--- src/hw/rtl/hsv2rgb_pkg.sv ---
// ----------------------------------------------------------------------------
// hsv2rgb_pkg
// Shared constants and types for the HSV to RGB conversion pipeline.
// ----------------------------------------------------------------------------
package hsv2rgb_pkg;

	localparam int CHANNEL_BITS_DEF = 8;
	localparam int HUE_W            = 9;
	// Holds a sector fraction numerator or its complement, 0..60
	localparam int FRAC_W           = 6;
	localparam int STAGES           = 6;
	localparam int NUM_SECTORS      = 6;
	localparam int DEG_FULL         = 360;
	localparam int DEG_SECTOR       = 60;

	localparam logic [FRAC_W-1:0] FRAC_FULL = FRAC_W'(DEG_SECTOR);

	typedef enum logic [2:0] {
		SECTOR_0,
		SECTOR_1,
		SECTOR_2,
		SECTOR_3,
		SECTOR_4,
		SECTOR_5
	} sector_t;

	typedef struct packed {
		logic              en;
		logic [STAGES:1]   vld;
	} lane_ctl_t;

endpackage

--- src/hw/rtl/hsv_to_rgb_converter.sv ---
// ----------------------------------------------------------------------------
// hsv_to_rgb_converter
// Pipelined HSV to RGB color converter.
// ----------------------------------------------------------------------------
// Input channel: hue (degrees), saturation, brightness with hsv_valid and
// hsv_stall. Output channel: red, green, blue with rgb_valid and rgb_stall.
// A transaction completes on a clock edge with valid high and stall low.
// Hue 360..511 wraps by one turn; saturation and brightness use full scale
// 2^CHANNEL_BITS-1 as 1.0. Results are floored, exact to the last bit.
// From input transaction to rgb_valid a color passes a hue split stage,
// five arithmetic stages (multiply, divide-by-60, multiply, divide-by-60,
// divide by full scale) and the output register. Unless the output stalls,
// one color is accepted every cycle; throughput is one transaction per clock.
// When the receiver stalls a valid result, the whole pipeline holds and
// hsv_stall rises in the same cycle; nothing is dropped or repeated.
// Reset clears all valid bits; data registers are not reset.
// ----------------------------------------------------------------------------
module hsv_to_rgb_converter #(
	parameter int CHANNEL_BITS = hsv2rgb_pkg::CHANNEL_BITS_DEF
) (
	input  logic                              clk,
	input  logic                              arst_n,
	input  logic                              hsv_valid,
	output logic                              hsv_stall,
	input  logic [hsv2rgb_pkg::HUE_W-1:0]     hue,
	input  logic [CHANNEL_BITS-1:0]           saturation,
	input  logic [CHANNEL_BITS-1:0]           brightness,
	output logic                              rgb_valid,
	input  logic                              rgb_stall,
	output logic [CHANNEL_BITS-1:0]           red,
	output logic [CHANNEL_BITS-1:0]           green,
	output logic [CHANNEL_BITS-1:0]           blue
);

	localparam int N  = CHANNEL_BITS;
	localparam int HW = hsv2rgb_pkg::HUE_W;
	localparam int FW = hsv2rgb_pkg::FRAC_W;
	localparam int ST = hsv2rgb_pkg::STAGES;

	logic                         en;
	logic [ST:1]                  stage_vld_q;
	logic                         rgb_valid_q;
	hsv2rgb_pkg::lane_ctl_t       lane_ctl;

	logic [HW-1:0]                hue_w;
	logic [HW-1:0]                base_c;
	hsv2rgb_pkg::sector_t         sec_c;
	logic [FW-1:0]                rem_c;

	logic [N-1:0]                 sat_s1;
	logic [N-1:0]                 val_s1;
	logic [FW-1:0]                rem_s1;
	hsv2rgb_pkg::sector_t         sec_s1, sec_s2, sec_s3, sec_s4, sec_s5, sec_s6;
	logic [N-1:0]                 val_s2, val_s3, val_s4, val_s5, val_s6;

	logic [N-1:0]                 p_s6, q_s6, t_s6;
	logic [N-1:0]                 red_c, green_c, blue_c;
	logic [N-1:0]                 red_q, green_q, blue_q;

	// whole pipeline advances unless a finished result is held
	assign en        = !(rgb_valid_q && rgb_stall);
	assign hsv_stall = !en;
	assign lane_ctl  = '{en: en, vld: stage_vld_q};

	always_comb begin
		hue_w = (hue >= HW'(hsv2rgb_pkg::DEG_FULL)) ? hue - HW'(hsv2rgb_pkg::DEG_FULL) : hue;
		sec_c  = hsv2rgb_pkg::SECTOR_0;
		base_c = '0;
		for (int i = 1; i < hsv2rgb_pkg::NUM_SECTORS; i++) begin
			if (hue_w >= HW'(i * hsv2rgb_pkg::DEG_SECTOR)) begin
				sec_c  = hsv2rgb_pkg::sector_t'(i);
				base_c = HW'(i * hsv2rgb_pkg::DEG_SECTOR);
			end
		end
		rem_c = FW'(hue_w - base_c);
	end

	always_ff @(posedge clk or negedge arst_n) begin
		if (!arst_n) begin
			stage_vld_q <= '0;
			rgb_valid_q <= 1'b0;
		end else if (en) begin
			stage_vld_q <= {stage_vld_q[ST-1:1], hsv_valid};
			rgb_valid_q <= stage_vld_q[ST];
		end
	end

	always_ff @(posedge clk) begin
		if (en) begin
			sat_s1  <= saturation;
			val_s1  <= brightness;
			rem_s1  <= rem_c;
			sec_s1  <= sec_c;
			sec_s2  <= sec_s1;
			sec_s3  <= sec_s2;
			sec_s4  <= sec_s3;
			sec_s5  <= sec_s4;
			sec_s6  <= sec_s5;
			val_s2  <= val_s1;
			val_s3  <= val_s2;
			val_s4  <= val_s3;
			val_s5  <= val_s4;
			val_s6  <= val_s5;
			red_q   <= red_c;
			green_q <= green_c;
			blue_q  <= blue_c;
		end
	end

	// p = v(1-s), q = v(1-s*f), t = v(1-s(1-f))
	hsv2rgb_lane #(.CHANNEL_BITS(N)) u_lane_p (
		.clk(clk), .ctl(lane_ctl), .sat(sat_s1), .val(val_s1),
		.k(hsv2rgb_pkg::FRAC_FULL), .res(p_s6)
	);

	hsv2rgb_lane #(.CHANNEL_BITS(N)) u_lane_q (
		.clk(clk), .ctl(lane_ctl), .sat(sat_s1), .val(val_s1),
		.k(rem_s1), .res(q_s6)
	);

	hsv2rgb_lane #(.CHANNEL_BITS(N)) u_lane_t (
		.clk(clk), .ctl(lane_ctl), .sat(sat_s1), .val(val_s1),
		.k(hsv2rgb_pkg::FRAC_FULL - rem_s1), .res(t_s6)
	);

	always_comb begin
		unique case (sec_s6)
			hsv2rgb_pkg::SECTOR_0: begin
				red_c = val_s6; green_c = t_s6;   blue_c = p_s6;
			end
			hsv2rgb_pkg::SECTOR_1: begin
				red_c = q_s6;   green_c = val_s6; blue_c = p_s6;
			end
			hsv2rgb_pkg::SECTOR_2: begin
				red_c = p_s6;   green_c = val_s6; blue_c = t_s6;
			end
			hsv2rgb_pkg::SECTOR_3: begin
				red_c = p_s6;   green_c = q_s6;   blue_c = val_s6;
			end
			hsv2rgb_pkg::SECTOR_4: begin
				red_c = t_s6;   green_c = p_s6;   blue_c = val_s6;
			end
			default: begin
				red_c = val_s6; green_c = p_s6;   blue_c = q_s6;
			end
		endcase
	end

	assign rgb_valid = rgb_valid_q;
	assign red       = red_q;
	assign green     = green_q;
	assign blue      = blue_q;

`ifndef SYNTHESIS
	// a held pipeline keeps every in-flight transaction in place
	a_hold_freezes: assert property (@(posedge clk) disable iff (!arst_n)
		!en |=> $stable(stage_vld_q))
		else $error("pipeline valid bits moved while stalled");

	// last arithmetic stage always reaches the output register
	a_last_to_out: assert property (@(posedge clk) disable iff (!arst_n)
		(en && stage_vld_q[ST]) |=> rgb_valid)
		else $error("transaction lost at output stage");
`endif

endmodule

--- src/hw/rtl/hsv2rgb_div60.sv ---
// ----------------------------------------------------------------------------
// hsv2rgb_div60
// Constant divide by 60: drop two bits, then reciprocal multiply for /15.
// ----------------------------------------------------------------------------
module hsv2rgb_div60 #(
	parameter int W  = 14,
	parameter int OW = 8
) (
	input  logic [W-1:0]  x,
	output logic [OW-1:0] q
);

	localparam int ZW = W - 2;
	localparam int K  = ZW + 4;
	localparam int RW = K - 3;
	localparam int PW = ZW + RW;
	// ceil(2^K / 15); error term stays under 2^(K-ZW), so the quotient is exact
	localparam logic [RW-1:0] RECIP = RW'(((64'd1 << K) + 64'd14) / 64'd15);

	logic [ZW-1:0] z;
	logic [PW-1:0] prod;

	assign z    = x[W-1:2];
	assign prod = PW'(z) * PW'(RECIP);
	assign q    = prod[K +: OW];

endmodule

--- src/hw/rtl/hsv2rgb_divm.sv ---
// ----------------------------------------------------------------------------
// hsv2rgb_divm
// Divide by full scale 2^N-1 for values up to (2^N-1)^2, with one correction.
// ----------------------------------------------------------------------------
module hsv2rgb_divm #(
	parameter int N = 8
) (
	input  logic [2*N-1:0] y,
	output logic [N-1:0]   q
);

	localparam logic [N-1:0] CHAN_MAX = '1;

	logic [2*N:0] sum;
	logic [N:0]   est;
	logic [2*N:0] rem;
	logic         fix;

	// y/(2^N-1) ~ (y + y/2^N) / 2^N, low by at most one
	assign sum = {1'b0, y} + (2*N+1)'(y >> N);
	assign est = sum[2*N:N];
	assign rem = {1'b0, y} + (2*N+1)'(est) - ((2*N+1)'(est) << N);
	assign fix = (rem >= (2*N+1)'(CHAN_MAX));
	assign q   = est[N-1:0] + N'(fix);

endmodule

--- src/hw/rtl/hsv2rgb_lane.sv ---
// ----------------------------------------------------------------------------
// hsv2rgb_lane
// One channel term: floor(v * (60M - s*k) / (60M)), five register stages.
// ----------------------------------------------------------------------------
module hsv2rgb_lane #(
	parameter int CHANNEL_BITS = hsv2rgb_pkg::CHANNEL_BITS_DEF
) (
	input  logic                                 clk,
	input  hsv2rgb_pkg::lane_ctl_t               ctl,
	input  logic [CHANNEL_BITS-1:0]              sat,
	input  logic [CHANNEL_BITS-1:0]              val,
	input  logic [hsv2rgb_pkg::FRAC_W-1:0]       k,
	output logic [CHANNEL_BITS-1:0]              res
);

	localparam int N  = CHANNEL_BITS;
	localparam int SW = N + hsv2rgb_pkg::FRAC_W;
	localparam int YW = 2 * N;
	localparam logic [N-1:0] CHAN_MAX = '1;

	logic [SW-1:0]                    sr_s2;
	logic [N-1:0]                     val_s2;
	logic [N-1:0]                     a_s3;
	logic [SW-1:0]                    sr_s3;
	logic [N-1:0]                     val_s3;
	logic [YW-1:0]                    u_s4;
	logic [SW-1:0]                    w_s4;
	logic [N-1:0]                     c_s5;
	logic [YW-1:0]                    u_s5;
	logic [N-1:0]                     res_s6;

	logic [N-1:0]                     a_c;
	logic [SW-1:0]                    a60_c;
	logic [hsv2rgb_pkg::FRAC_W-1:0]   b_c;
	logic [SW-1:0]                    wp_c;
	logic [N-1:0]                     c_c;
	logic [YW-1:0]                    y_c;
	logic [N-1:0]                     q_c;

	// s*k = 60a + b; then floor(v(60(M-a) - b) / 60) = v(M-a) - ceil(vb/60)
	hsv2rgb_div60 #(.W(SW), .OW(N)) u_div_a (.x(sr_s2), .q(a_c));

	assign a60_c = (SW'(a_s3) << 6) - (SW'(a_s3) << 2);
	assign b_c   = hsv2rgb_pkg::FRAC_W'(sr_s3 - a60_c);
	assign wp_c  = w_s4 + SW'(hsv2rgb_pkg::DEG_SECTOR - 1);

	hsv2rgb_div60 #(.W(SW), .OW(N)) u_div_c (.x(wp_c), .q(c_c));

	assign y_c = u_s5 - YW'(c_s5);

	hsv2rgb_divm #(.N(N)) u_divm (.y(y_c), .q(q_c));

	always_ff @(posedge clk) begin
		if (ctl.en) begin
			sr_s2  <= SW'(sat) * SW'(k);
			val_s2 <= val;
			a_s3   <= a_c;
			sr_s3  <= sr_s2;
			val_s3 <= val_s2;
			u_s4   <= YW'(val_s3) * YW'(CHAN_MAX - a_s3);
			w_s4   <= SW'(val_s3) * SW'(b_c);
			c_s5   <= c_c;
			u_s5   <= u_s4;
			res_s6 <= q_c;
		end
	end

	assign res = res_s6;

`ifndef SYNTHESIS
	// sector remainder from the divider must land in 0..59
	a_rem_range: assert property (@(posedge clk)
		ctl.vld[3] |-> (sr_s3 >= a60_c) && ((sr_s3 - a60_c) < SW'(hsv2rgb_pkg::FRAC_FULL)))
		else $error("div60 remainder out of range");

	// rounded-up correction never exceeds the main product
	a_no_underflow: assert property (@(posedge clk)
		ctl.vld[5] |-> (YW'(c_s5) <= u_s5))
		else $error("lane difference underflow");
`endif

endmodule

--- config.mk ---
export PLATFORM = sky130hd
export DESIGN_NAME = hsv_to_rgb_converter
export DESIGN_NICKNAME = d
export VERILOG_FILES = /design/src/hw/rtl/hsv2rgb_pkg.sv /design/src/hw/rtl/hsv_to_rgb_converter.sv /design/src/hw/rtl/hsv2rgb_div60.sv /design/src/hw/rtl/hsv2rgb_divm.sv /design/src/hw/rtl/hsv2rgb_lane.sv
export SDC_FILE = /design/constraint.sdc
export NUM_CORES = 2
export LEC_CHECK = 0
export BUFFER_PORTS_ARGS = -buffer_cell sky130_fd_sc_hd__buf_2
export CAP_MARGIN = 20
export CORE_MARGIN = 4
export CORE_UTILIZATION = 40
export DETAILED_ROUTE_END_ITERATION = 10
export SLEW_MARGIN = 20
export SYNTH_ARGS = -nofsm -noshare
export SYNTH_HDL_FRONTEND = slang
export SYNTH_SLANG_ARGS = --single-unit
--- constraint.sdc ---
create_clock -name clk -period 17.7 [get_ports clk]
set_input_delay 0 -clock clk [delete_from_list [all_inputs] [get_ports clk]]
set_output_delay 0 -clock clk [all_outputs]
set_load 0.005 [all_outputs]
==> flow_summary_export.csv <==
group,metric,value,unit
clock_tree,clockRootBuffer,"clkbuf_16",
finish,area_delta_synth_final,8.783,%
global_route,grt_max_degree,164,
sta,hold_viol,0,
sta,slew_viol_final,0,
floorplan,boundaryPins,55,
setup_path,path_class,"reg2reg",
finish,final_net_count,4945,
sta,fin_ws,9.486,ns
finish,diodes,0,
worst_hold_path,whs_endpoint,"sec_s1[0]$_SDFFCE_PN1N_",
routing,drt-wirelength-per-cell,14.08,um
yosys,synth.distinct_cells,82,
finish,fillers,9385,
floorplan,die_h,324.0,um
floorplan,rows,115,
sta,setup-tns-final,0,ns
routing,ant_nets,0,
finish,final_cells,5214,
setup_path,rrSetupSlack,9.49,ns
worst_hold_path,hp-start,"hue[8]",
routing,drc,0,
routing,dr.pass1.iters,7,
worst_hold_path,holdPathStages,4,
sta,relSlewSlack,27.78,%
sta,finalCritPeriodShare,46.41,%
clock_tree,clk_latency,0.59,ns
setup_path,slowest_delay,0.63,ns
sta,setup_viol,0,
clock_tree,clk_pin_slew,0.07,ns
sta,rsz0062_at_grt,"false",
sta,fmax,121.7,MHz
setup_path,cp_common_cell,"ha_1",
setup_path,reg2reg_to,"u_lane_p.res[6]$_DFFE_PN_",
setup_path,reg2reg_depth,37,
setup_path,cp.arrival,8.55,ns
clock_tree,post-cts-setup-buffers,0,
yosys,ys_top_cells_by_area,"edfxtp_1, ha_1, fa_1",
job,cap_violations,0,
global_route,grt_pass1_vias,26003,
placement,pre_cts_ws,9.543,ns
floorplan,initial_core_util,40.47,%
sta,period_needed,8.214,ns
setup_path,cp.buffers_inverters,4,
yosys,yosysTopAreaCell,"edfxtp_1",
sta,clock_skew,0.02268,ns
clock_tree,cts_buffer_depth,3,
global_route,grt_usage,14.51,%
clock_tree,cts_sinks,372,
yosys,syn_area,39950,um^2
clock_tree,cts_buffers,45,
global_route,antenna_found_initial,2,
yosys,ys_ff_latch,372,
global_route,grt_remaining_overflow,0,
yosys,yosys_warnings,0,
yosys,synth_async_sr_flop_share,1.882,%
yosys,synth_edf_count,365,
routing,drtIter0Drc,1254,
worst_hold_path,holdCritPathClass,"in2reg",
finish,layout_common_cells,"ha_1, inv_1, edfxtp_1, fa_1, xnor2_1",
routing,vias_per_cell,4.937,
yosys,synthCells,3825,
setup_path,crit_slowest_cell,"or4b_2",
placement,portBuffers,54,
floorplan,die_w,324.0,um
finish,drive_above_1_share,5.017,%
placement,hpwl,56700,um
global_route,grt_pass1_wl,126800,um
placement,gp_congestion,0.8164,
sta,tightest_slew,1.079,ns
yosys,netlist.area_leader.share,27.44,%
yosys,synthFlopType,"edfxtp_1",
routing,routed_wl,73420,um
yosys,avgSynthCellArea,10.44,um^2
floorplan,die-area,105000,um^2
floorplan,core,98710,um^2
setup_path,critPathTopFamily,"compound AO/OA/AOI/OAI gates",
setup_path,r2r_start,"u_lane_p.u_s5[0]$_DFFE_PN_",
setup_path,cp.depth,37,
setup_path,cp-end-kind,"flop",
clock_tree,h-tree-depth,2,
yosys,yosysSeqAreaShare,27.88,%
setup_path,critPathLaunchType,"flop",
yosys,synth_fp_nets,4879,
placement,dp.cells,5106,
run_status,status,"finished, final reports clean",
setup_path,critPathRequiredTime,18.04,ns
clock_tree,tritoncts,"done",
routing,vias,25744,
setup_path,crit_path_max_fanout,6,
finish,final_common_cell,"ha_1",
[repair_timing]
item | in CTS | in global routing
hold buffers | 25 | 0
endpoints found under the hold margin | 29 | 0
resized for setup | 0 | 0
[worst reg2reg max path: cells and delay by family, from the launching register on]
| family | cells | cell delay [ns] |
|---|---|---|
| XOR/XNOR | 4 | 0.71 |
| buffers and inverters | 4 | 0.28 |
| AO/OA/AOI/OAI | 10 | 2.64 |
| flip-flops | 1 | 0.35 |
| adder cells (fa/ha/maj) | 8 | 2.01 |
| AND/OR/NAND/NOR | 11 | 1.98 |
[Yosys cell counts (13+ instances only)]
cell and n:
and2_1 133, a21o_1 49, nor2_1 148, xor2_1 84
nor2b_1 154, mux2i_1 26, nand2b_1 124, or2_2 14
o22ai_1 15, a31oi_1 16, fa_1 283, or3_1 14
nand4_1 13, and3_1 21, xnor2_1 190, o31ai_1 14
o21bai_1 32, ha_1 742, a211oi_1 22, nor3_1 55
o21a_1 41, nand3_1 52, edfxtp_1 365, clkbuf_1 69
mux2_2 25, a21oi_1 156, inv_1 550, o21ai_0 106
nand2_1 176
[how the worst max path moves through the flow]
stage	endpoint	startpoint
after floorplan	stage_vld_q[1]$_DFFE_PN0N_	rgb_valid$_DFFE_PN0N_
after global placement	u_lane_p.res[6]$_DFFE_PN_	u_lane_p.u_s5[0]$_DFFE_PN_
after detailed placement	u_lane_p.res[6]$_DFFE_PN_	u_lane_p.u_s5[0]$_DFFE_PN_
after CTS	u_lane_p.res[6]$_DFFE_PN_	u_lane_p.u_s5[0]$_DFFE_PN_
after global routing	u_lane_p.res[6]$_DFFE_PN_	u_lane_p.u_s5[0]$_DFFE_PN_
final	u_lane_p.res[6]$_DFFE_PN_	u_lane_p.u_s5[0]$_DFFE_PN_
[state kept, by name, summed over array words and instances (netlist names), 12 cells and up]
register and cells:
u_lane_t.u_s5 16, u_lane_q.sr_s2 14, u_lane_t.sr_s2 13, u_lane_p.w_s4 12, u_lane_p.u_s5 16, u_lane_q.u_s5 16
u_lane_q.u_s4 16, u_lane_p.sr_s2 12, u_lane_p.u_s4 16, u_lane_q.w_s4 14, u_lane_t.u_s4 16, u_lane_t.w_s4 13
[metal layers]
layer	global-route usage, %	vias to the layer above	part of all wire [%]
li1	-	13187	-
met1	20.41	12257	50
met2	24.27	236	45
met3	1.660	64	2.6
met4	2.981	0	1.6
met5	0	-	0
[metrics by stage]
step	area, um^2	hold slack (ns)	util, %
2_1_floorplan	39950	-0.2956	-
6_report	43450	0.05147	44.02
4_1_cts	43450	0.001674	44.02
3_3_place_gp	41650	-0.1633	42.20
3_5_place_dp	41650	-0.1584	42.20
5_1_grt	43450	0.09392	44.02
[final cells by class]
cell class | count | area (um^2) | share of cell area [%]
inverter | 550 | 2064 | 4.751
timing repair buffer | 93 | 638.1 | 1.468
clock buffer | 57 | 1192 | 2.744
multi-input combinational | 2829 | 26460 | 60.88
sequential | 372 | 11140 | 25.63
clock inverter | 26 | 357.8 | 0.8235
tap | 1287 | 1610 | 3.706
[kinds of logic (layout without fill, tap and decap cells)]
kind of cell | after synthesis | in the layout | synth area share [%]
adder cells (fa/ha/maj) | 1026 | 1026 | 37.45
AO/OA/AOI/OAI | 532 | 532 | 8.617
buffers and inverters | 624 | 726 | 5.914
AND/OR/NAND/NOR | 944 | 944 | 12.67
XOR/XNOR | 276 | 276 | 6.117
flip-flops | 372 | 372 | 27.88
multiplexers | 51 | 51 | 1.356
Power is left out: the tool's default activity adds up to more than one toggle a clock period on the data nets, which glitch-free logic cannot reach.
